--- config.mk ---
export PLATFORM = sky130hd
export DESIGN_NAME = bb3_queue
export DESIGN_NICKNAME = d
export VERILOG_FILES = /design/src/rtl/bb3_pkg.sv /design/src/rtl/bb3_queue.sv
export SDC_FILE = /design/constraint.sdc
export NUM_CORES = 1
export LEC_CHECK = 0
export ABC_AREA = 1
export BUFFER_PORTS_ARGS = -buffer_cell sky130_fd_sc_hd__buf_4
export CAP_MARGIN = 20
export CELL_PAD_IN_SITES_DETAIL_PLACEMENT = 0
export CELL_PAD_IN_SITES_GLOBAL_PLACEMENT = 2
export CORE_MARGIN = 2
export CORE_UTILIZATION = 27
export CTS_BUF_LIST = sky130_fd_sc_hd__clkbuf_16
export DETAILED_ROUTE_END_ITERATION = 10
export GPL_TIMING_DRIVEN = 1
export HOLD_SLACK_MARGIN = 0.08
export PLACE_DENSITY_LB_ADDON = 0.3
export REMOVE_ABC_BUFFERS = 1
export SKIP_LAST_GASP = 1
export SLEW_MARGIN = 20
export SYNTH_ARGS = -nofsm -noshare
export SYNTH_HDL_FRONTEND = slang
export SYNTH_SLANG_ARGS = --single-unit
--- constraint.sdc ---
create_clock -name clock -period 2.5 [get_ports clock]
set_input_delay 0.125 -clock clock [delete_from_list [all_inputs] [get_ports clock]]
set_output_delay 0.125 -clock clock [all_outputs]
set_load 0.01 [all_outputs]
--- src/rtl/bb3_pkg.sv ---
package bb3_pkg;

   // geometry limits
   localparam int MAX_WIDTH  = 1024;
   localparam int MAX_HEIGHT = 4096;

   // field and counter widths
   localparam int COL_W   = $clog2(MAX_WIDTH);
   localparam int ROW_W   = $clog2(MAX_HEIGHT + 2);
   localparam int LW_W    = 11;
   localparam int FH_W    = 13;
   localparam int CH_W    = 8;
   localparam int PIX_W   = 3 * CH_W;
   localparam int CSUM_W  = CH_W + 2;
   localparam int SUM_W   = CH_W + 4;
   localparam int CCNT_W  = 2;
   localparam int CNT_W   = 4;

   // csr port
   localparam int ADDR_W  = 3;
   localparam int DATA_W  = 32;
   localparam logic REG_LINE_WIDTH   = 1'b0;
   localparam logic REG_FRAME_HEIGHT = 1'b1;
   localparam logic [LW_W-1:0] LINE_WIDTH_RESET   = LW_W'(64);
   localparam logic [FH_W-1:0] FRAME_HEIGHT_RESET = FH_W'(64);

   // queue between front and back
   localparam int QUEUE_DEPTH = 4;
   localparam int QPTR_W      = $clog2(QUEUE_DEPTH);
   localparam int QCNT_W      = $clog2(QUEUE_DEPTH + 1);

   // reciprocal divide by 2*count
   localparam int DIV_IN_W    = SUM_W + 1;
   localparam int RECIP_SHIFT = 19;
   localparam int RECIP_W     = 19;
   localparam int PROD_W      = DIV_IN_W + RECIP_W;

   // one stored column of the window
   typedef struct packed {
      logic [CSUM_W-1:0] sum_r;
      logic [CSUM_W-1:0] sum_g;
      logic [CSUM_W-1:0] sum_b;
      logic [CCNT_W-1:0] count;
   } bb3_col_type;

   // window sums for one result
   typedef struct packed {
      logic [SUM_W-1:0] sum_r;
      logic [SUM_W-1:0] sum_g;
      logic [SUM_W-1:0] sum_b;
      logic [CNT_W-1:0] count;
      logic             frame_end;
   } bb3_entry_type;

   typedef struct packed {
      logic          valid;
      bb3_entry_type entry;
   } bb3_push_type;

   typedef struct packed {
      logic          valid;
      bb3_entry_type entry;
   } bb3_head_type;

   // ceil(2^19 / (2*count)), exact over the sum range
   function automatic logic [RECIP_W-1:0] recip(input logic [CNT_W-1:0] count);
      logic [RECIP_W-1:0] r;
      case (count)
         4'd2:    r = RECIP_W'(131072);
         4'd3:    r = RECIP_W'(87382);
         4'd4:    r = RECIP_W'(65536);
         4'd5:    r = RECIP_W'(52429);
         4'd6:    r = RECIP_W'(43691);
         4'd7:    r = RECIP_W'(37450);
         4'd8:    r = RECIP_W'(32768);
         4'd9:    r = RECIP_W'(29128);
         default: r = RECIP_W'(262144);
      endcase
      return r;
   endfunction

endpackage

--- src/rtl/bb3_queue.sv ---
module bb3_queue (
   input  logic                       clock,
   input  logic                       reset,
   input  bb3_pkg::bb3_push_type      push,
   input  logic                       pop,
   output bb3_pkg::bb3_head_type      head,
   output logic [bb3_pkg::QCNT_W-1:0] count
);
   import bb3_pkg::*;

   bb3_entry_type     slot_ff [QUEUE_DEPTH];
   logic [QPTR_W-1:0] wr_ptr_ff, rd_ptr_ff;
   logic [QCNT_W-1:0] count_ff;
   logic              do_pop;

   assign do_pop     = pop && (count_ff != '0);
   assign head.valid = count_ff != '0;
   assign head.entry = slot_ff[rd_ptr_ff];
   assign count      = count_ff;

   // pointers and fill count
   always_ff @(posedge clock) begin
      if (reset) begin
         wr_ptr_ff <= '0;
         rd_ptr_ff <= '0;
         count_ff  <= '0;
      end else begin
         if (push.valid) begin
            wr_ptr_ff <= wr_ptr_ff + QPTR_W'(1);
         end
         if (do_pop) begin
            rd_ptr_ff <= rd_ptr_ff + QPTR_W'(1);
         end
         count_ff <= count_ff + QCNT_W'(push.valid) - QCNT_W'(do_pop);
      end
   end

   // storage
   always_ff @(posedge clock) begin
      if (push.valid) begin
         slot_ff[wr_ptr_ff] <= push.entry;
      end
   end
endmodule

Word level (Yosys, flattened, before mapping)
Memories as Yosys holds them, arrays and structs flattened. A register that Yosys moved wholly into a read port is not among the register bits.
Cells that the tools add are included.

word-level totals
  register bits = 7
  memory bits (writable) = 164
  input bits = 45
  output and inout bits = 45
  memories kept = 1

operators by class
  add/sub/neg operators = 4
  multiplexer cells = 4
  reduce and logical (&&, ||, !) cells = 2

memory list
  name     depth  width  rd ports  clocked after Yosys merged registers in  wr ports  line             text
  slot_ff  4      41     1         1                                        1         bb3_queue.sv:11  bb3_entry_type slot_ff [QUEUE_DEPTH];

operator list
  kind                                          count
  adder 2 x 1 -> 2 bit (second input constant)  2
  2-to-1 mux 2 bit                              2
  adder 3 x 1 -> 3 bit                          1
  nonzero test 3 bit                            1
  subtractor 3 x 1 -> 3 bit                     1
  2-to-1 mux 1 bit                              2
  logical AND 1 bit                             1

Logic depth before layout (Yosys ltp)
Gate-level depths: netlist of the first run.

  depth after elaboration = 4
  gate-level depth with buffers = 9
  mapped depth without buffers = 9

Worst setup path before layout of the first run
No wires, ideal clock.

  path kind = reg2reg
  start = reg wr_ptr_ff[0]
  end = mem slot_ff[2][0] (netlist name) (enable)
  data arrival time = 1394 ps
  required time = 2105 ps
  slack = 711 ps
  cell stages (with the launch flop) = 5
  path buffers = 0
  clock period less this slack = 1789 ps
  cells stage by stage = dfxtp_1 > inv_1 > ha_1 > nand2_1 > inv_1

RTL lines
  item                    line             text
  from (decl)             bb3_queue.sv:12  logic [QPTR_W-1:0] wr_ptr_ff, rd_ptr_ff;
  from (signal assigned)  bb3_queue.sv:29  wr_ptr_ff <= wr_ptr_ff + QPTR_W'(1);
  to (decl)               bb3_queue.sv:11

Straight into the memory's write port.

==> reports/results.txt, run 1 <==
Clock transition at path regs: 70 ps
first-pass GRT wire length: 23,300 µm
CP required: 2380 ps
area grow syn2layout: 32.8%
final hold vios: 0
Hold Path Cell Cnt: 3
cell family with the largest share of critical-path delay: buffers and inverters
global route overflow: 0
chip width: 160 µm
worst min path class: primary input to register
Initial DRC Count: 225
Core Region: 23,600 µm²
RSZ-0062 raised after global routing: no
CTS Root Cell: clkbuf_16
pre-CTS setup slack: 749 ps
FF-to-FF setup slack: 740 ps
io pins: 90
CTS H-tree depth: 4
TritonCTS Buffers: 17
sequential power share: 42.3%
initial core utilization: 27.7%
final wirelength: 15,200 µm
final slew viol count: 0
FMAX: 486 MHz
gpl congestion: 0.743
Synth Instances: 457
commonest non-fill, non-tap cell in the layout: edfxtp_1
largest net degree at the start of global routing: 42
vias in the first global route: 4,199
antenna violations before repair: 0
syn avg cell area: 14.3 µm²
final setup margin: 443 ps
fill cell count: 2,261
post-synthesis cell area: 6530 µm²
Rel. slew slack: 59.0%
Worst Tran Pin Value: 614 ps
most frequent cells in the layout: edfxtp_1, buf_4, nor2_1, o21ai_1, dlygate4sd3_1
Comb pwr share: 22.8%
Crit Path Max Fanout: 34
R2R Path End: count[2]
Sink Count: 173
Max VDD drop: 0.000461 V
Net Switching: 2.28 mW
total power: 8.09 mW
internal power: 5.81 mW
slowest stage delay, CP: 440 ps
post-DR vias/cell: 4.37
Tcrit/Tclk final: 82.3%
die area: 25,500 µm²
Leak: 3.11 nW
drt wl/cell: 16.3 µm
Slowest cell on crit path: dfxtp_4
Fin Clk Skew: 12.6 ps
Tmin final: 2060 ps
share of cells above drive strength 1: 23.0%
hold endpoint: count[0]
Ant. Diodes: 0
HP Start: reset
Switching Share: 28.2%
clock group share of total power: 34.8%
Pre-Repair DR Iteration Count: 6
Worst R2R Start: count[1]
Port Buffer Count: 89
status: finished clean
row count: 56
synth warn: 0
max cap viols: 0
worst hold margin: 405 ps
worst path bufs/invs: 3
element type at the critical path start: register
sequential area share after synthesis: 78.1%
reg2reg path depth: 8
die height: 160 µm
DP Wirelength: 8600 µm
Synth Register Bits: 173
CP Capture Type: output port
clk buf depth: 2
PD cells: 932 nW/µm²
# DRC: 0
antenna-violating nets left: 0
critical setup path kind: register to output port
GRT Total Usage: 12.1%
fin nets: 648
Synth cell types: 17
CTS tree: yes
Arr. time, crit path: 1930 ps
vias: 4,058
clk_lat worst skew: 420 ps
CP Cell Sequence: inv_2 -> buf_12 -> o21ai_0 -> o22ai_1 -> buf_4
cts repair resizes: 0
Finish-stage setup viols: 0
cell usage after synthesis, drive strengths merged:
library cell / count / area share [%]
a21boi: 1 / 0.11
a21oi: 5 / 0.38
buf: 25 / 2.5
dfxtp: 9 / 2.8
edfxtp: 164 / 75
fa: 1 / 0.31
ha: 6 / 1.1
inv: 18 / 1.0
nand2: 12 / 0.69
nand3: 2 / 0.15
nor2: 89 / 5.1
o21ai: 84 / 6.4
o22ai: 41 / 3.9
power groups by stage:
| stage | clock [mW] | sequential (mW) | combinational [mW] |
|---|---|---|---|
| after floorplan | 0 | 3.54 | 0.796 |
| after global placement | 0 | 3.48 | 1.81 |
| after detailed placement | 0 | 3.49 | 1.84 |
| after CTS | 2.89 | 3.42 | 1.90 |
| after global routing | 3.00 | 3.44 | 2.04 |
| final | 2.82 | 3.42 | 1.85 |
how the worst max path moves through the flow:
stage	start	endpoint	slack (ps)	depth (start not counted)
2_1_floorplan	register	head[11]	-530	3
3_3_place_gp	count[1]	count[2]	770	8
3_5_place_dp	count[1]	count[2]	750	8
4_1_cts	register	head[28]	350	4
5_1_grt	register	head[36]	280	5
6_report	register	head[36]	440	5
cells by family (layout without fill, tap and decap cells):
| kind of cell | count (synthesis) | in the layout | share of synthesized area, % |
|---|---|---|---|
| AO/OA/AOI/OAI | 131 | 131 | 10.9 |
| adder cells (fa/ha/maj) | 7 | 7 | 1.46 |
| buffers and inverters | 43 | 195 | 3.58 |
| flip-flops | 173 | 173 | 78.1 |
| AND/OR/NAND/NOR | 103 | 103 | 5.96 |
per-stage QoR:
stage	instances	setup TNS, ps	util (%)	instance area (µm²)
2_1_floorplan	432	-21490	-	6370
3_3_place_gp	852	0	32.2	7600
3_5_place_dp	852	0	32.2	7600
4_1_cts	928	0	36.7	8670
5_1_grt	928	0	36.7	8670
6_report	928	0	36.7	8670
flip-flops by register name, indices dropped and copies added (netlist names), named ones only:
register,count
slot_ff,164
wr_ptr_ff,2
rd_ptr_ff,2
count,3
repair_timing:
action | in CTS | in global routing
hold buffers | 44 | 0
hold endpoints to repair | 173 | 0
setup buffers | 0 | 0
metal layers:
metal	GRT usage, %	routed length (µm)	vias up
met3	3.15	783	15
li1	-	-	1971
met1	15.8	7070	1978
met5	0	0	-
met2	19.2	7090	94
met4	4.63	220	0
final cells by class:
cell class / count / area [µm²] / area share [%]
inverter: 18 / 67.6 / 0.779
clock buffer: 17 / 425 / 4.90
timing repair buffer: 145 / 1270 / 14.7
multi-input combinational: 241 / 1190 / 13.8
clock inverter: 15 / 205 / 2.37
sequential: 173 / 5110 / 58.9
tap: 319 / 399 / 4.60
worst reg2reg max path, delay by kind of cell (launching register included):
family	cells	cell delay [ps]
adders and majority gates	3	850
DFF	1	340
AOI/OAI and AO/OA	2	230
and+or+nand+nor	2	200
buffers and inverters	1	40
Note: power is estimated with default switching activity, not from simulation.
==> run 2: changes to the inputs <==
==> constraint.sdc (replaced) <==
create_clock -name clock -period 1.8 [get_ports clock]
set_input_delay 0.09 -clock clock [delete_from_list [all_inputs] [get_ports clock]]
set_output_delay 0.09 -clock clock [all_outputs]
set_load 0.01 [all_outputs]
==> run 2 against run 1 <==
Compared with the run above:
- via count rose by 1.6%
- clock-buffer cell count did not move
- critical path depth rose by 3
- routed wire length rose by 5.5%
- flip-flop and latch count did not move
- clock skew fell by 3.7 ps
- largest cell class unchanged
- clock power rose by 44%
==> reports/results.txt, run 2 (synthesized netlist as in run 1, its figures left out) <==
status: finished clean
area grow syn2layout: 36.2%
drt wl/cell: 17.0 µm
element type at the critical path start: register
Comb pwr share: 24.7%
PD cells: 1310 nW/µm²
CP Capture Type: register
flip-flop and latch area: 5110 µm²
io pins: 90
Leak: 3.22 nW
Net Switching: 3.27 mW
largest net degree at the start of global routing: 51
first-pass GRT wire length: 23,700 µm
sequential power share: 40.5%
global route overflow: 0
final wirelength: 16,000 µm
clock group share of total power: 34.8%
post-DR vias/cell: 4.39
most frequent cells in the layout: edfxtp_1, buf_4, nor2_1, o21ai_1, dlygate4sd3_1
antenna violations before repair: 0
Max VDD drop: 0.000617 V
internal power: 8.40 mW
final slew viol count: 0
die height: 160 µm
commonest non-fill, non-tap cell in the layout: edfxtp_1
gpl congestion: 0.741
CTS tree: yes
share of cells above drive strength 1: 24.8%
pre-CTS setup slack: 56.7 ps
final hold vios: 0
chip width: 160 µm
Tmin final: 1730 ps
Port Buffer Count: 89
die area: 25,500 µm²
Rel. slew slack: 76.2%
Ant. Diodes: 0
fin nets: 659
clk_lat worst skew: 420 ps
Finish-stage setup viols: 0
DP Wirelength: 8940 µm
Worst Tran Pin Value: 356 ps
Arr. time, crit path: 2040 ps
Switching Share: 28.0%
Sink Count: 173
clk buf depth: 2
Fin Clk Skew: 8.93 ps
Tcrit/Tclk final: 95.9%
max reg flops: 164
initial core utilization: 27.7%
RSZ-0062 raised after global routing: yes
critical setup path kind: register to register
antenna-violating nets left: 0
Clock transition at path regs: 70 ps
Core Region: 23,600 µm²
vias in the first global route: 4,271
setup TNS: 0 ps
max cap viols: 0
row count: 56
Largest Register: slot_ff
worst min path class: primary input to register
CTS H-tree depth: 4
Initial DRC Count: 142
# DRC: 0
CP required: 2110 ps
final setup margin: 73.3 ps
total power: 11.7 mW
footprint of the multi-input gates: 1210 µm²
CTS Root Cell: clkbuf_16
GRT Total Usage: 12.4%
TritonCTS Buffers: 17
vias: 4,121
fill cell count: 2,226
Crit Path Max Fanout: 4
Pre-Repair DR Iteration Count: 4
FMAX: 579 MHz
worst hold margin: 384 ps
==> run 2: cell types whose count changed in the layout (fill, tap and decap cells not counted), moves of 2 or more <==
cell,previous run,this run
inv_6,7,5
buf_4,95,101
inv_2,6,4
o22ai_2,0,2
clkinv_4,0,2
clkbuf_16,17,20
inv_8,0,2
o22ai_1,41,39
==> run 2: worst max-delay path, stage by stage, from the launching register on <==
cell and delay, ps:
dfxtp_1 350, nor2_2 140, a21boi_1 80, ha_1 270
inv_1 40, ha_1 180, fa_1 390, a21oi_1 130
nor2_1 50
==> run 2: final timing paths <==
| check | from | endpoint | slack, ps | cells after the start |
|---|---|---|---|---|
| worst max-delay path | count[1] | count[2] | 70 | 8 |
| worst min-delay path | reset | count[0] | 380 | 3 |
| worst max register to register | count[1] | count[2] | 70 | 8 |
| worst min register to register | rd_ptr_ff[0] | register | 490 | 2 |
==> run 2: power groups by stage <==
stage | logic (mW) | registers (mW) | clock network, mW
floorplan | 1.11 | 4.91 | 0
global placement | 2.56 | 4.83 | 0
detailed placement | 2.61 | 4.84 | 0
CTS | 2.76 | 4.72 | 4.15
global route | 3.18 | 4.75 | 4.33
finish | 2.88 | 4.73 | 4.06
==> run 2: stage by stage <==
stage	instances	util [%]	instance area, µm²
floorplan	432	-	6370
detailed placement	857	32.5	7670
global route	939	37.7	8890
global placement	857	32.5	7670
finish	939	37.7	8890
CTS	935	37.2	8790
==> run 2: repair_timing <==
| item | CTS | global route |
|---|---|---|
| gates resized for setup | 2 | 9 |
| gates cloned | 0 | 3 |
| hold buffers | 44 | 0 |
| hold endpoints to repair | 173 | 0 |
| endpoints found under the setup margin | 33 | 15 |
| setup buffers | 2 | 1 |
| pin swaps | 0 | 1 |
==> run 2: layout make-up <==
cell class,instances,area share (%)
Clock inverter,15,2.62
Timing Repair Buffer,156,16.2
Clock buffer,17,4.78
Multi-Input combinational cell,241,13.6
Sequential cell,173,57.4
Tap cell,319,4.49
Inverter,18,0.872
==> run 2: metal layers <==
| metal | GRT usage [%] | vias up | part of all wire (%) |
|---|---|---|---|
| met5 | 0 | - | 0 |
| met4 | 3.35 | 0 | 0.79 |
| met3 | 4.06 | 8 | 5.0 |
| met2 | 20.5 | 86 | 48 |
| met1 | 15.7 | 2031 | 47 |
| li1 | - | 1996 | - |
==> run 3: changes to the inputs <==
--- a/config.mk
+++ b/config.mk
@@ -5,13 +5,12 @@
 export SDC_FILE = /design/constraint.sdc
 export NUM_CORES = 1
 export LEC_CHECK = 0
-export ABC_AREA = 1
+export ABC_AREA = 0
 export BUFFER_PORTS_ARGS = -buffer_cell sky130_fd_sc_hd__buf_4
 export CAP_MARGIN = 20
 export CELL_PAD_IN_SITES_DETAIL_PLACEMENT = 0
 export CELL_PAD_IN_SITES_GLOBAL_PLACEMENT = 2
-export CORE_MARGIN = 2
-export CORE_UTILIZATION = 27
+export CORE_UTILIZATION = 30
 export CTS_BUF_LIST = sky130_fd_sc_hd__clkbuf_16
 export DETAILED_ROUTE_END_ITERATION = 10
 export GPL_TIMING_DRIVEN = 1
==> run 3 against run 2 <==
Compared with the run above:
- the run now ends with negative setup slack left
- clock power fell by 17%
- critical path depth fell by 5
- global-route usage fell by 0.21 points
- die area fell by 13%
- combinational power fell by 6.9%
- core utilization rose by 4.0 points
- power fell by 7.6%
- routed wire length fell by 22%
- first-iteration DRC count fell by 4.9%
- setup slack got worse by 110 ps
- hold slack got worse by 260 ps
- critical endpoint is now head[37]
==> reports/results.txt, run 3 <==
status: finished, violations left
failing checks: negative setup slack
DP Wirelength: 7370 µm
sequential area share after synthesis: 79.3%
final setup margin: -39.0 ps
worst path bufs/invs: 2
largest net degree at the start of global routing: 29
post-synthesis cell area: 6440 µm²
Commonest cells post-synth: edfxtp_1, mux4_2, dfxtp_1, ha_1, inv_1
GRT Total Usage: 12.2%
top-area cell type share of the netlist area: 76.5%
synth warn: 0
Max VDD drop: 0.000575 V
antenna violations before repair: 1
Crit Path Max Fanout: 14
fill cell count: 1,865
Hold Path Cell Cnt: 3
final hold vios: 0
clk_lat worst skew: 410 ps
first-pass GRT wire length: 19,100 µm
CTS tree: yes
initial core utilization: 30.6%
Tcrit/Tclk final: 102%
total power: 10.8 mW
critical setup path kind: register to output port
footprint of the multi-input gates: 1200 µm²
Finish-stage setup viols: 31
chip width: 148 µm
CTS Root Cell: clkbuf_16
Leak: 3.02 nW
share of cells above drive strength 1: 43.9%
Slowest cell on crit path: mux4_2
FMAX: 544 MHz
CTS H-tree depth: 4
Rel. slew slack: 69.1%
area leader, netlist: edfxtp_1
Tmin final: 1840 ps
CP required: 1710 ps
max reg flops: 164
FF-to-FF setup slack: 0 ps
# DRC: 0
post-layout util: 41.7%
Synth Register Bits: 173
async set-or-reset flop fraction in the synthesized netlist: 0%
global route overflow: 0
drt wl/cell: 17.6 µm
vias in the first global route: 3,414
Fin Clk Skew: 7.06 ps
TritonCTS Buffers: 17
HP Start: pop
most frequent cells in the layout: edfxtp_1, buf_4, dlygate4sd3_1, mux4_2, buf_6
PD cells: 1230 nW/µm²
Clock transition at path regs: 60 ps
reg2reg path depth: 6
fin nets: 475
cell family with the largest share of critical-path delay: multiplexers
commonest non-fill, non-tap cell in the layout: edfxtp_1
Pre-Repair DR Iteration Count: 4
worst min path class: primary input to register
Arr. time, crit path: 1750 ps
clk buf depth: 2
post-DR vias/cell: 4.36
Core Region: 21,000 µm²
Synth Instances: 260
ranking of synthesized cells by area: edfxtp_1, mux4_2, dfxtp_1, buf_12, ha_1
Worst R2R Start: count[1]
top-count cell post-synth: edfxtp_1
slowest stage delay, CP: 560 ps
Synth cell types: 22
CP Capture Type: output port
flip-flop and latch area: 5110 µm²
max cap viols: 0
die area: 22,000 µm²
Largest Register: slot_ff
RSZ-0062 raised after global routing: yes
CP Cell Sequence: buf_16 -> mux4_2 -> buf_4
final slew viol count: 0
syn avg cell area: 24.8 µm²
R2R Path End: count[1]
element type at the critical path start: register
vias: 3,099
Port Buffer Count: 89
Worst Tran Pin Value: 464 ps
Initial DRC Count: 135
die height: 148 µm
antenna-violating nets left: 0
Post-synth EDFFs: 164
gpl congestion: 0.637
row count: 53
area grow syn2layout: 36.1%
Sink Count: 173
final wirelength: 12,500 µm
io pins: 90
ys flop type: edfxtp_1
run 3: cell families after synthesis:
family,count (synthesis),share of synthesized area (%)
xor gates and xnor gates,2,0.505
adders and majority gates,7,1.48
DFF,173,79.3
and+or+nand+nor,14,1.17
muxes,45,15.1
buffers and inverters,17,2.20
AOI/OAI and AO/OA,2,0.272
run 3: worst max path at each step:
stage	startpoint	to	slack, ps	cells after the start
floorplan	register	head[40]	-840	1
global placement	count[1]	count[2]	6	7
detailed placement	count[1]	count[2]	-50	7
CTS	register	head[12]	-80	4
global route	register	head[0]	-120	4
finish	register	head[37]	-40	3
run 3: layer usage:
| metal | vias up | global-route usage, % | part of all wire (%) |
|---|---|---|---|
| met3 | 13 | 3.56 | 4.0 |
| met2 | 64 | 20.8 | 52 |
| met5 | - | 0 | 0 |
| met4 | 0 | 4.79 | 1.1 |
| li1 | 1415 | - | - |
| met1 | 1607 | 14.5 | 42 |
run 3: worst register-to-register path, cell delays in order, from the launching register on:
cell and delay (ps):
dfxtp_1 310, o31a_1 310, ha_1 290, inv_1 60, ha_2 170, fa_2 420
nor2b_1 130
run 3: final cells by class:
class	instances	area share, %
Multi-Input combinational cell	70	13.7
Sequential cell	173	58.3
Inverter	6	0.257
Timing Repair Buffer	155	17.5
Clock buffer	17	4.85
Clock inverter	14	1.38
Tap cell	275	3.93
Antenna cell	1	0.0286
run 3: metrics by stage:
| stage | setup WS [ps] | TNS [ps] | hold slack, ps | area (µm²) | cells |
|---|---|---|---|---|---|
| after floorplan | -839 | -52440 | 162 | 6320 | 249 |
| after global placement | 6.13 | 0 | 290 | 7520 | 629 |
| after detailed placement | -47.1 | -47.1 | 294 | 7520 | 629 |
| after CTS | -77.8 | -2120 | 112 | 8630 | 708 |
| after global routing | -117 | -3890 | 138 | 8760 | 710 |
| final | -39.0 | -606 | 128 | 8760 | 711 |
run 3: repair_timing:
action | CTS | global route
hold buffers | 44 | 0
pin swaps | 1 | 3
cloned | 2 | 1
hold endpoints to repair | 171 | 0
resized for setup | 12 | 22
setup endpoints to repair | 42 | 43
setup buffers | 2 | 1
run 3: where the power goes:
part	switching (mW)	total (mW)	internal [mW]
registers	0.0791	4.73	4.65
logic	1.08	2.68	1.60
clock network	1.48	3.37	1.90
