==> src/rtl/bb3_pkg.sv <==
package bb3_pkg;

   // geometry limits
   localparam int MAX_WIDTH  = 1024;
   localparam int MAX_HEIGHT = 4096;

   // field and counter widths
   localparam int COL_W   = $clog2(MAX_WIDTH);
   localparam int ROW_W   = $clog2(MAX_HEIGHT + 2);
   localparam int LW_W    = 11;
   localparam int FH_W    = 13;
   localparam int CH_W    = 8;
   localparam int PIX_W   = 3 * CH_W;
   localparam int CSUM_W  = CH_W + 2;
   localparam int SUM_W   = CH_W + 4;
   localparam int CCNT_W  = 2;
   localparam int CNT_W   = 4;

   // csr port
   localparam int ADDR_W  = 3;
   localparam int DATA_W  = 32;
   localparam logic REG_LINE_WIDTH   = 1'b0;
   localparam logic REG_FRAME_HEIGHT = 1'b1;
   localparam logic [LW_W-1:0] LINE_WIDTH_RESET   = LW_W'(64);
   localparam logic [FH_W-1:0] FRAME_HEIGHT_RESET = FH_W'(64);

   // queue between front and back
   localparam int QUEUE_DEPTH = 4;
   localparam int QPTR_W      = $clog2(QUEUE_DEPTH);
   localparam int QCNT_W      = $clog2(QUEUE_DEPTH + 1);

   // reciprocal divide by 2*count
   localparam int DIV_IN_W    = SUM_W + 1;
   localparam int RECIP_SHIFT = 19;
   localparam int RECIP_W     = 19;
   localparam int PROD_W      = DIV_IN_W + RECIP_W;

   // one stored column of the window
   typedef struct packed {
      logic [CSUM_W-1:0] sum_r;
      logic [CSUM_W-1:0] sum_g;
      logic [CSUM_W-1:0] sum_b;
      logic [CCNT_W-1:0] count;
   } bb3_col_type;

   // window sums for one result
   typedef struct packed {
      logic [SUM_W-1:0] sum_r;
      logic [SUM_W-1:0] sum_g;
      logic [SUM_W-1:0] sum_b;
      logic [CNT_W-1:0] count;
      logic             frame_end;
   } bb3_entry_type;

   typedef struct packed {
      logic          valid;
      bb3_entry_type entry;
   } bb3_push_type;

   typedef struct packed {
      logic          valid;
      bb3_entry_type entry;
   } bb3_head_type;

   // ceil(2^19 / (2*count)), exact over the sum range
   function automatic logic [RECIP_W-1:0] recip(input logic [CNT_W-1:0] count);
      logic [RECIP_W-1:0] r;
      case (count)
         4'd2:    r = RECIP_W'(131072);
         4'd3:    r = RECIP_W'(87382);
         4'd4:    r = RECIP_W'(65536);
         4'd5:    r = RECIP_W'(52429);
         4'd6:    r = RECIP_W'(43691);
         4'd7:    r = RECIP_W'(37450);
         4'd8:    r = RECIP_W'(32768);
         4'd9:    r = RECIP_W'(29128);
         default: r = RECIP_W'(262144);
      endcase
      return r;
   endfunction

endpackage

==> src/rtl/bb3_rsp_if.sv <==
interface bb3_rsp_if;
   logic       valid;
   logic       ready;
   logic [7:0] out_red;
   logic [7:0] out_green;
   logic [7:0] out_blue;
   logic       frame_end;

   modport source (output valid, output out_red, output out_green, output out_blue,
                   output frame_end, input ready);
   modport sink (input valid, input out_red, input out_green, input out_blue,
                 input frame_end, output ready);
endinterface

==> src/rtl/bb3_back.sv <==
module bb3_back (
   input  logic                  clock,
   input  logic                  reset,
   input  bb3_pkg::bb3_head_type head,
   output logic                  pop,
   bb3_rsp_if.source             rsp
);
   import bb3_pkg::*;

   logic              advance;
   logic              a_valid_ff, out_valid_ff;
   logic [PROD_W-1:0] prod_r_ff, prod_g_ff, prod_b_ff;
   logic              a_end_ff, out_end_ff;
   logic [CH_W-1:0]   out_r_ff, out_g_ff, out_b_ff;
   logic [RECIP_W-1:0] r;

   assign advance = !out_valid_ff || rsp.ready;
   assign pop     = advance && head.valid;
   assign r       = recip(head.entry.count);

   // multiply (2*sum + count) by the reciprocal of 2*count
   function automatic logic [PROD_W-1:0] scale(input logic [SUM_W-1:0] sum,
                                               input logic [CNT_W-1:0] count,
                                               input logic [RECIP_W-1:0] k);
      logic [DIV_IN_W-1:0] x;
      x = DIV_IN_W'({sum, 1'b0}) + DIV_IN_W'(count);
      return PROD_W'(x) * PROD_W'(k);
   endfunction

   always_ff @(posedge clock) begin
      if (reset) begin
         a_valid_ff   <= 1'b0;
         out_valid_ff <= 1'b0;
      end else if (advance) begin
         a_valid_ff   <= pop;
         out_valid_ff <= a_valid_ff;
      end
   end

   // product stage and output register
   always_ff @(posedge clock) begin
      if (advance) begin
         prod_r_ff  <= scale(head.entry.sum_r, head.entry.count, r);
         prod_g_ff  <= scale(head.entry.sum_g, head.entry.count, r);
         prod_b_ff  <= scale(head.entry.sum_b, head.entry.count, r);
         a_end_ff   <= head.entry.frame_end;
         out_r_ff   <= prod_r_ff[RECIP_SHIFT+CH_W-1:RECIP_SHIFT];
         out_g_ff   <= prod_g_ff[RECIP_SHIFT+CH_W-1:RECIP_SHIFT];
         out_b_ff   <= prod_b_ff[RECIP_SHIFT+CH_W-1:RECIP_SHIFT];
         out_end_ff <= a_end_ff;
      end
   end

   assign rsp.valid     = out_valid_ff;
   assign rsp.out_red   = out_r_ff;
   assign rsp.out_green = out_g_ff;
   assign rsp.out_blue  = out_b_ff;
   assign rsp.frame_end = out_end_ff;
endmodule

==> src/flat_wrapper.sv <==
// flat-port wrapper written by rule: the top's interface ports become plain ports
module bb3_back_flat import bb3_pkg::*;
  (clock, reset, head, pop, rsp_valid, rsp_out_red, rsp_out_green, rsp_out_blue, rsp_frame_end, rsp_ready);
  bb3_rsp_if rsp_i ();
  input  logic clock;
  input  logic reset;
  input  bb3_pkg::bb3_head_type head;
  output logic pop;
  output wire logic [$bits(rsp_i.valid)-1:0] rsp_valid;
  output wire logic [$bits(rsp_i.out_red)-1:0] rsp_out_red;
  output wire logic [$bits(rsp_i.out_green)-1:0] rsp_out_green;
  output wire logic [$bits(rsp_i.out_blue)-1:0] rsp_out_blue;
  output wire logic [$bits(rsp_i.frame_end)-1:0] rsp_frame_end;
  input wire logic [$bits(rsp_i.ready)-1:0] rsp_ready;
  assign rsp_valid = rsp_i.valid;
  assign rsp_out_red = rsp_i.out_red;
  assign rsp_out_green = rsp_i.out_green;
  assign rsp_out_blue = rsp_i.out_blue;
  assign rsp_frame_end = rsp_i.frame_end;
  assign rsp_i.ready = rsp_ready;
  bb3_back u_core (.clock(clock), .reset(reset), .head(head), .pop(pop), .rsp(rsp_i));
endmodule
==> config.mk <==
export PLATFORM = sky130hd
export DESIGN_NAME = bb3_back_flat
export DESIGN_NICKNAME = d
export VERILOG_FILES = /design/src/rtl/bb3_pkg.sv /design/src/rtl/bb3_rsp_if.sv /design/src/rtl/bb3_back.sv /design/src/flat_wrapper.sv
export SDC_FILE = /design/constraint.sdc
export NUM_CORES = 1
export LEC_CHECK = 0
export ABC_AREA = 1
export ABC_CLOCK_PERIOD_IN_PS = 14550
export BUFFER_PORTS_ARGS = -buffer_cell sky130_fd_sc_hd__buf_2
export CORE_MARGIN = 2
export CORE_UTILIZATION = 50
export DETAILED_ROUTE_END_ITERATION = 10
export PLACE_DENSITY_LB_ADDON = 0.2
export SYNTH_ARGS = -nofsm -noshare
export SYNTH_HDL_FRONTEND = slang
export SYNTH_SLANG_ARGS = --single-unit
==> constraint.sdc <==
create_clock -name clock -period 14.55 [get_ports clock]
set_clock_uncertainty 0.1 [all_clocks]
set_input_delay 2.1825 -clock clock [delete_from_list [all_inputs] [get_ports clock]]
set_output_delay 2.1825 -clock clock [all_outputs]
set_load 0.1 [all_outputs]
**Yosys cells after proc, flatten, opt, wreduce, memory -nomap -nowiden**

Memory sizes are Yosys's and may differ from the RTL's.
Cells that the tools add are included.

- Memories: 1
- Bits in read-only memories: 304
- Register bits: 109
- Logic and storage cells: 20
- Memory bits (writable): 0
- Input port bits: 45
- Bits in latches: 0

- Reductions and logical operators: 3
- Equal/unequal tests: 0
- Multiplexer cells: 0
- Bitwise gates (word level): 0
- Multipliers: 3
- Order comparisons: 0
- Shifts and indexed selects: 0
- Add/subtract/negate cells: 3
- Divide/modulo/power cells: 0

Memories:

| name | depth | width | rd ports | clocked after memory_dff | wr ports | RTL line | source |
|---|---|---|---|---|---|---|---|
| (name not given) | 16 | 19 | 1 | 0 | 0 | bb3_pkg.sv:68 | `case (count)` |

Operators by type and width:

| kind | count |
|---|---|
| $mul 13x19->27 | 3 |
| $add 13x4->13 | 3 |
| $logic_and 1x1->1 | 1 |
| $logic_not 1->1 | 1 |
| $logic_or 1x1->1 | 1 |

**Depth between registers and ports, before layout**

Gate-level depths: netlist of the first run.

- Depth in word-level cells: 3
- Mapped depth: 33
- Gate-level depth less buffers: 32

**Least setup slack after synthesis of the first run**

OpenSTA, ideal clock, no wires.

- Kind: in2reg
- Start point: input head[1] (netlist bit)
- End point: register u_core.prod_b_ff[24], data pin
- Data arrival time: 7.590 ns
- Library setup time: 0.252 ns
- Stages: 27
- Required time: 14.198 ns
- Slack: 6.607 ns
- Path buffers: 3
- Cell sequence: clkinv_1 > clkbuf_1 > ha_1 > inv_1 > nor3_2 > nor2_2 > inv_1 > buf_2 > buf_4 > nand2_1 > fa_1 > inv_1 > fa_1 > fa_1 > fa_1 > inv_1 > fa_1 > inv_1 > ha_1 > nand2_1 > inv_1 > a21boi_0 > o21ai_0 > a221oi_1 > nand2_1 > nand2_1 > nand2_1

- Longest elaborated chain between the ends: 2

RTL lines:

| what | RTL line | source |
|---|---|---|
| start: declaration | flat_wrapper.sv:7 | `input bb3_pkg::bb3_head_type head;` |
| $add 13x4->13 or $mem_v2 16x19 (tied branches) | - |  |
| $mul 13x19->27 (*) | bb3_back.sv:27 | `return PROD_W'(x) * PROD_W'(k);` |
| end signal: assignment | bb3_back.sv:45 | `prod_b_ff <= scale(head.entry.sum_b, head.entry.count, r);` |
| end: declaration | bb3_back.sv:12 | `logic [PROD_W-1:0] prod_r_ff, prod_g_ff, prod_b_ff;` |

Mark *: on every way between the ends. The rest lies on a longest branch, timed or not.
A chain may end at the register's enable or synchronous reset.

**Worst setup path in the final report of the first run**

- Start point: input head[1] (netlist bit)
- End point: register u_core.prod_g_ff[22], data pin

- Longest elaborated chain between the ends: 2

RTL lines:

| what | RTL line | source |
|---|---|---|
| $add 13x4->13 or $mem_v2 16x19 (tied branches) | - |  |
| $mul 13x19->27 (*) | bb3_back.sv:27 |  |
| end signal: assignment | bb3_back.sv:44 | `prod_g_ff <= scale(head.entry.sum_g, head.entry.count, r);` |
| end: declaration | bb3_back.sv:12 |  |

Marks and branches as above.

==> results.ini, run 1 <==
[timing]
grt_setup_unrepaired = no
maxClockFrequency_mhz = 94.52
fin_setup_tns_ps = 0
setup_viol = 0
tightest_slew_ps = 1210
hold_viol = 0
fin_crit_sh_pct = 72.71
finalMaxSlewViolations = 0
period_needed_ps = 10580
max_slew_margin_pct = 18.80

[synth]
yosysTopAreaCell = fa_1
synthCells = 3017
synth_ff_type = edfxtp_1
ys_async_sr_fraction_pct = 0
synth-seq-cells = 52
synthTopCellsByArea = fa_1 (45%), inv_1 (13%), nand2_1 (11%)
syn_avg_cell_area_um2 = 7.866
synth_edf_count = 50
yosys_warnings = 0
synth_common_cells = inv_1 (846), nand2_1 (686), fa_1 (537)
synth-seq-area-share_pct = 6.495
syn-num-nets = 3769
netlist_area_um2 = 23730
synthMostInstantiatedCell = inv_1
yosysTopAreaCellShare_pct = 45.30
ys_types = 51

[routing]
detail-route-antenna-nets = 0
vias = 19715
viasPerCell = 5.404
drt_wl_total_um = 73450
drc = 0
wl_per_cell_um = 20.14
drt_iter0_markers = 1560
firstDrtPassIters = 6

[grt]
grt_use_total_pct = 31.41
grt_pass1_wl_um = 116900
antenna_found_initial = 0
grt_pass1_vias = 20854
overflow = 0
grt_max_degree = 51

[placed_design]
hpwl_um = 60700
port_buffers = 71
gp_congestion = 1.006
post-place-cells = 3640

[worst_setup_path]
cp-end-kind = flip-flop
critical-path-max-stage-delay_ps = 1260
path_depth = 24
criticalPathCategory = in -> reg
critPathSlowestCell = clkinv_1
cp_common_cell = fa_1
start_kind = input port
critPathRequiredTime_ps = 14530
path_cells = buf_2, clkinv_1, ha_1, nand2_4, inv_1, nor2_1, clkinv_1, nand2_1, fa_1, fa_1, inv_1, fa_1, fa_1, inv_1, fa_1, inv_1, ha_1, nand2_1, nand2_1, a21oi_1, o21ai_0, a211oi_1, o21ai_0, xor2_1
critical_path_buf_inv_count = 7
cp_max_fo = 27
worst-endpoint-arrival_ps = 10560
cp_top_family = adder cells
reg2regPathDepth = 4

[clock_tree]
h-tree-depth = 2
cts-root-buf = clkbuf_16
clockBufferDepth = 2
ctsHoldBuffers = 0
cts_tree = done
clkSinkCount = 52
cts_resized = 0
cts_setup_buffers = 0
cts_made_buffers = 5
clk_latency_ps = 340
cts.clk_slew.worst_paths_ps = 100

[cells_and_area]
nets = 3792
n_fill_cell = 4528
multiInputGateArea_um2 = 18670
drive_gt1_share_pct = 4.604
seq_area_um2 = 1541
final_cells = 3648
synthToLayoutAreaGrowth_pct = 4.697
diodes = 0

[power_and_ir_drop]
p_sw_share_pct = 61.26
combPwrFrac_pct = 83.5
clockPowerShare_pct = 5.3
p_seq_share_pct = 11.2
p_int_mw = 1.038
peakVddDrop_mv = 0.1026
power_leakage_nw = 13.35
power.switching_mw = 1.642
power_density_nw_per_um2 = 107.8

[worst_hold_path]
hold_path.class = reg -> reg
whs_path_depth = 0

[floorplan]
ioPinCount = 72
fp.dieH_um = 221.9
die-area_um2 = 49220
core-area_um2 = 46650
rows = 79
start_util_pct = 50.87
die_x_um = 221.9

[status]
outcome = complete, no violations

[flow_run]
drv_cap = 0

-- state kept, by name, indices dropped and copies added (netlist names) --
signal,count
u_core.prod_b_ff,8
u_core.rsp.out_green,8
u_core.rsp.out_red,8
u_core.a_end_ff,1
u_core.rsp.out_blue,8
u_core.prod_g_ff,8
u_core.rsp.valid,1
u_core.prod_r_ff,8
u_core.rsp.frame_end,1
u_core.a_valid_ff,1
-- placed cells by master, fill, tap and decap left out, types with 3 or more instances in the layout --
cell type,n
a21o_1,9
inv_2,8
xor2_1,15
inv_1,845
o21bai_1,8
nor2_1,298
clkinv_1,18
nor2_2,7
xor2_2,5
buf_4,13
nand4_1,26
ha_1,170
clkbuf_16,5
a21oi_1,63
xnor2_1,4
o21ai_0,34
nand2_1,686
fa_1,537
or2_2,4
nor2_4,4
o211ai_1,5
nand2_2,4
edfxtp_1,50
a31oi_1,7
nand3b_1,5
nand3_1,84
a211oi_1,4
buf_2,71
o21ai_4,3
nor3_1,16
o31ai_1,4
nor4_1,4
-- path summary, 6_finish.rpt --
kind / from / endpoint / slack (ps)
worst min register to register: u_core.prod_b_ff[20] / u_core.rsp.out_blue[1] / 320
worst max-delay path: head[1] / u_core.prod_g_ff[22] / 3970
worst max register to register: u_core.rsp.valid / u_core.prod_r_ff[24] / 12980
worst min-delay path: u_core.prod_b_ff[20] / u_core.rsp.out_blue[1] / 320
-- worst register-to-register path, delay by kind of cell, from the launching register on --
kind,cells,cell delay (ps)
flip-flops,1,310
AND/OR/NAND/NOR,1,60
buffers and inverters,3,680
-- power by group through the flow --
stage               combinational (mW)  clock (mW)  sequential (mW)
global placement                  2.19           0            0.301
CTS                               2.23       0.149            0.300
detailed placement                2.21           0            0.302
global route                      2.54       0.153            0.306
finish                            2.24       0.143            0.299
floorplan                         1.40           0            0.551
-- layer usage --
metal	wire length [um]	vias to the layer above	global-route usage (%)
met5	0	-	0
met3	6387	205	6.069
met1	30350	9881	42.09
met2	32850	865	49.49
met4	3867	0	14.71
li1	-	8764	-
-- area by class of cell --
class	count	area share, %
clock buffer	5	0.5035
clock inverter	3	0.09064
inverter	873	13.20
multi-input combinational	2024	75.12
sequential	52	6.204
tap	607	3.057
timing repair buffer	84	1.823
-- per-stage QoR --
stage	setup slack (ps)	hold WS [ps]	util, %	total power [mW]	cell area, um^2
2_1_floorplan	6607	300.3	-	1.948	23730
6_report	3970	316.2	53.26	2.680	24850
5_1_grt	3625	322.1	53.26	2.996	24850
4_1_cts	4241	314.2	53.26	2.678	24850
3_5_place_dp	3878	304.5	52.94	2.514	24700
3_3_place_gp	4228	300.3	52.94	2.489	24700
-- kinds of logic (layout without fill, tap and decap cells) --
logic type	Yosys count	after routing	synth area share, %
compound gates	145	145	3.622
xor+xnor	24	24	0.9489
fa+ha+maj	707	707	54.26
buf+inv	941	965	15.04
flops	52	52	6.495
simple gates	1148	1148	19.64
Power figures use the tool's default switching activity.
==> run 2: changes to the inputs <==
- ABC_AREA: 1 -> 0
- ABC_CLOCK_PERIOD_IN_PS: 14550 -> 10600
- clock period: 14.55 -> 10.6 ns (I/O delays scaled with it)
==> run 2 against run 1 <==
Die area fell by 7.3%. Register-to-register slack worse by 3800 ps. Area after synthesis is 7.4% lower. Critical path depth stayed put. Clock power grew 13%. Total power increased by 6.0%. Final cell count fell by 16%. Largest cell class unchanged. Non-clock buffer count rose by 29. Global-route usage is 2.6 points lower. Worst setup slack worse by 2500 ps. Highest routed layer unchanged. Via count decreased by 18%.
==> results.ini, run 2 <==
[synth]
ys_types = 69  ; +35%
synthMostInstantiatedCell = inv_1
yosysTopAreaCell = fa_1
synth_ff_type = edfxtp_1
syn_avg_cell_area_um2 = 8.979  ; +14%
synthTopCellsByArea = fa_1 (49%), inv_1 (12%), ha_1 (9.7%)
yosysTopAreaCellShare_pct = 48.93  ; +3.6 points
synth-seq-area-share_pct = 7.016  ; +0.52 points
yosys_warnings = 0  ; unchanged
synthCells = 2447  ; -19%
netlist_area_um2 = 21970  ; -7.4%
synth_common_cells = inv_1 (686), fa_1 (537), nand2_1 (421)
syn-num-nets = 3199  ; -15%
synth_edf_count = 50  ; unchanged
ys_async_sr_fraction_pct = 0  ; unchanged
synth-seq-cells = 52  ; unchanged

[clock_tree]
h-tree-depth = 2  ; unchanged
clockBufferDepth = 2  ; unchanged
cts-root-buf = clkbuf_16
ctsHoldBuffers = 0  ; unchanged
cts.clk_slew.worst_paths_ps = 70  ; -30 ps
cts_tree = done
cts_made_buffers = 5  ; unchanged
cts_resized = 0  ; unchanged
clk_latency_ps = 300  ; -40 ps
cts_setup_buffers = 0  ; unchanged
clkSinkCount = 52  ; unchanged

[cells_and_area]
diodes = 0  ; unchanged
drive_gt1_share_pct = 6.557  ; +2.0 points
nets = 3237  ; -15%
layout_common_cells = inv_1 (686), fa_1 (537), nand2_1 (421)
fin_util_pct = 53.77  ; +0.51 points
layout_commonest_cell = inv_1
n_fill_cell = 4057  ; -10%
synthToLayoutAreaGrowth_pct = 5.882

[placed_design]
dp_slack_ps = 1181  ; -2697 ps
gp_congestion = 0.9817  ; -2.4%
hpwl_um = 51460  ; -15%
port_buffers = 71  ; unchanged

[routing]
detail-route-antenna-nets = 0  ; unchanged
wl_per_cell_um = 19.76  ; -1.9%
drt_wl_total_um = 60680  ; -17%
viasPerCell = 5.255  ; -2.8%
drt_iter0_markers = 1091  ; -30%
drc = 0  ; unchanged
vias = 16137  ; -18%
firstDrtPassIters = 5  ; -1

[timing]
grt_setup_unrepaired = no
fin_hold_ws_ps = 316.2  ; -0.01500 ps
setup_viol = 0  ; unchanged
period_needed_ps = 9093
fin_crit_sh_pct = 85.78
tightest_slew_ps = 1129  ; -81.04 ps
hold_viol = 0  ; unchanged
max_slew_margin_pct = 24.71  ; +5.9 points
finalMaxSlewViolations = 0  ; unchanged
fin_setup_tns_ps = 0  ; unchanged
finalWorstSetupSlack_ps = 1507  ; -2463 ps
maxClockFrequency_mhz = 110.0

[power_and_ir_drop]
power_leakage_nw = 12.16  ; -8.9%
peakVddDrop_mv = 0.2351  ; +130%
combPwrFrac_pct = 80.3  ; -3.2 points
p_int_mw = 1.245  ; +20%
power.switching_mw = 1.597  ; -2.7%
power_density_nw_per_um2 = 122.1  ; +13%
clockPowerShare_pct = 5.7  ; +0.4 points
p_sw_share_pct = 56.19  ; -5.1 points
p_seq_share_pct = 14.0  ; +2.8 points

[worst_hold_path]
hold_path.class = reg -> reg
whs_path_depth = 0  ; unchanged
hold_end = u_core.rsp.out_red[1]
hold_start = u_core.prod_r_ff[20]

[worst_setup_path]
critPathRequiredTime_ps = 10540  ; -3990 ps
critPathSlowestCell = xnor2_1
worstReg2RegEnd = u_core.prod_b_ff[24]
reg2regPathDepth = 2  ; -2
cp_top_family = adder cells
cp_max_fo = 20  ; -26%
r2r-start = u_core.rsp.valid
criticalPathCategory = in -> reg
r2r_slack_ps = 9180  ; -3800 ps
cp-end-kind = flip-flop
critical_path_buf_inv_count = 4  ; -3
path_cells = buf_2, fa_1, a21oi_2, nor3b_2, nand3_1, xnor2_1, o21ai_0, fa_1, fa_1, fa_1, inv_1, fa_1, inv_1, fa_1, inv_1, ha_1, o21ai_0, o211ai_1, o22ai_1, o22ai_1, o41ai_4, o21ai_1, o41ai_1, xnor2_1
critical-path-max-stage-delay_ps = 830  ; -430 ps
worst-endpoint-arrival_ps = 9040  ; -1520 ps
start_kind = input port
cp_common_cell = fa_1

[grt]
grt_max_degree = 54  ; +5.9%
grt_use_total_pct = 28.80  ; -2.6 points
grt_pass1_vias = 18297  ; -12%
grt_pass1_wl_um = 97970  ; -16%
antenna_found_initial = 0  ; unchanged
overflow = 0  ; unchanged

[status]
outcome = complete, no violations

[flow_run]
drv_cap = 0  ; unchanged

[floorplan]
start_util_pct = 50.78  ; -0.085 points
die_x_um = 213.6  ; -3.7%
core-area_um2 = 43270  ; -7.3%
fp.dieH_um = 213.6  ; -3.7%
ioPinCount = 72  ; unchanged
rows = 76  ; -3.8%
die-area_um2 = 45640  ; -7.3%

==> run 2: cell types whose count changed after synthesis, sizes merged, moves of 12 or more <==
cell    previous run  this run
inv              854       686
clkinv            19         1
clkbuf            48        75
a21oi             65        42
nor2             309       192
nand3             85        13
buf               20         7
o21ai             39        24
and2               1        26
nand2            692       421
xor2              20        32
nand4             27        10
xnor2              4        63
==> run 2: kinds of logic (layout without fill, tap and decap cells) <==
group	Yosys count	after routing	synth area share, %
AO/OA/AOI/OAI	112	112	3.502
AND/OR/NAND/NOR	709	709	13.58
adder cells (fa/ha/maj)	707	707	58.61
flip-flops	52	52	7.016
buffers and inverters	769	808	13.19
XOR/XNOR	97	97	4.060
multiplexers	1	1	0.04556
==> run 2: worst max path at each step <==
| stage | start | end | slack [ps] | cells past startpoint |
|---|---|---|---|---|
| 2_1_floorplan | head[2] | u_core.prod_r_ff[26] | 2650 | 24 |
| 3_3_place_gp | head[3] | u_core.prod_r_ff[26] | 1390 | 24 |
| 3_5_place_dp | head[3] | u_core.prod_r_ff[26] | 1180 | 24 |
| 4_1_cts | head[3] | u_core.prod_r_ff[26] | 1490 | 24 |
| 5_1_grt | head[3] | u_core.prod_b_ff[26] | 1140 | 25 |
| 6_report | head[3] | u_core.prod_r_ff[26] | 1510 | 24 |
==> run 2: power by group through the flow <==
stage / sequential, mW / clock, mW / combinational [mW]
final: 0.398 / 0.161 / 2.28
after global routing: 0.408 / 0.176 / 2.60
after CTS: 0.400 / 0.168 / 2.30
after detailed placement: 0.404 / 0 / 2.29
after global placement: 0.403 / 0 / 2.23
after floorplan: 0.747 / 0 / 1.39
==> run 2: final cells by class <==
| cell class | instances | area (um^2) | area share [%] |
|---|---|---|---|
| flip-flops and latches | 52 | 1541 | 6.626 |
| clock buffers | 5 | 125.1 | 0.5378 |
| inverters | 687 | 2579 | 11.08 |
| repair buffers | 113 | 683.2 | 2.936 |
| multi-input cells | 1626 | 17590 | 75.59 |
| clock inverters | 3 | 17.52 | 0.07529 |
| well taps | 585 | 732.0 | 3.146 |
==> run 2: worst reg2reg max path, stage by stage, from the launching register on <==
cell	delay [ps]
dfxtp_1	320
nand2b_2	60
buf_4	530
==> run 2: routing by layer <==
layer | part of all wire [%] | vias up | track usage (%)
met2 | 48 | 631 | 49.54
li1 | - | 7129 | -
met1 | 40 | 8236 | 37.03
met3 | 7.8 | 141 | 4.994
met4 | 3.9 | 0 | 9.650
met5 | 0 | - | 0
==> run 2: through the flow <==
| step | area (um^2) | power, mW | std cells |
|---|---|---|---|
| global route | 23260 | 3.184 | 3071 |
| global placement | 23120 | 2.633 | 3063 |
| finish | 23260 | 2.842 | 3071 |
| floorplan | 21970 | 2.139 | 2447 |
| CTS | 23260 | 2.870 | 3071 |
| detailed placement | 23120 | 2.690 | 3063 |
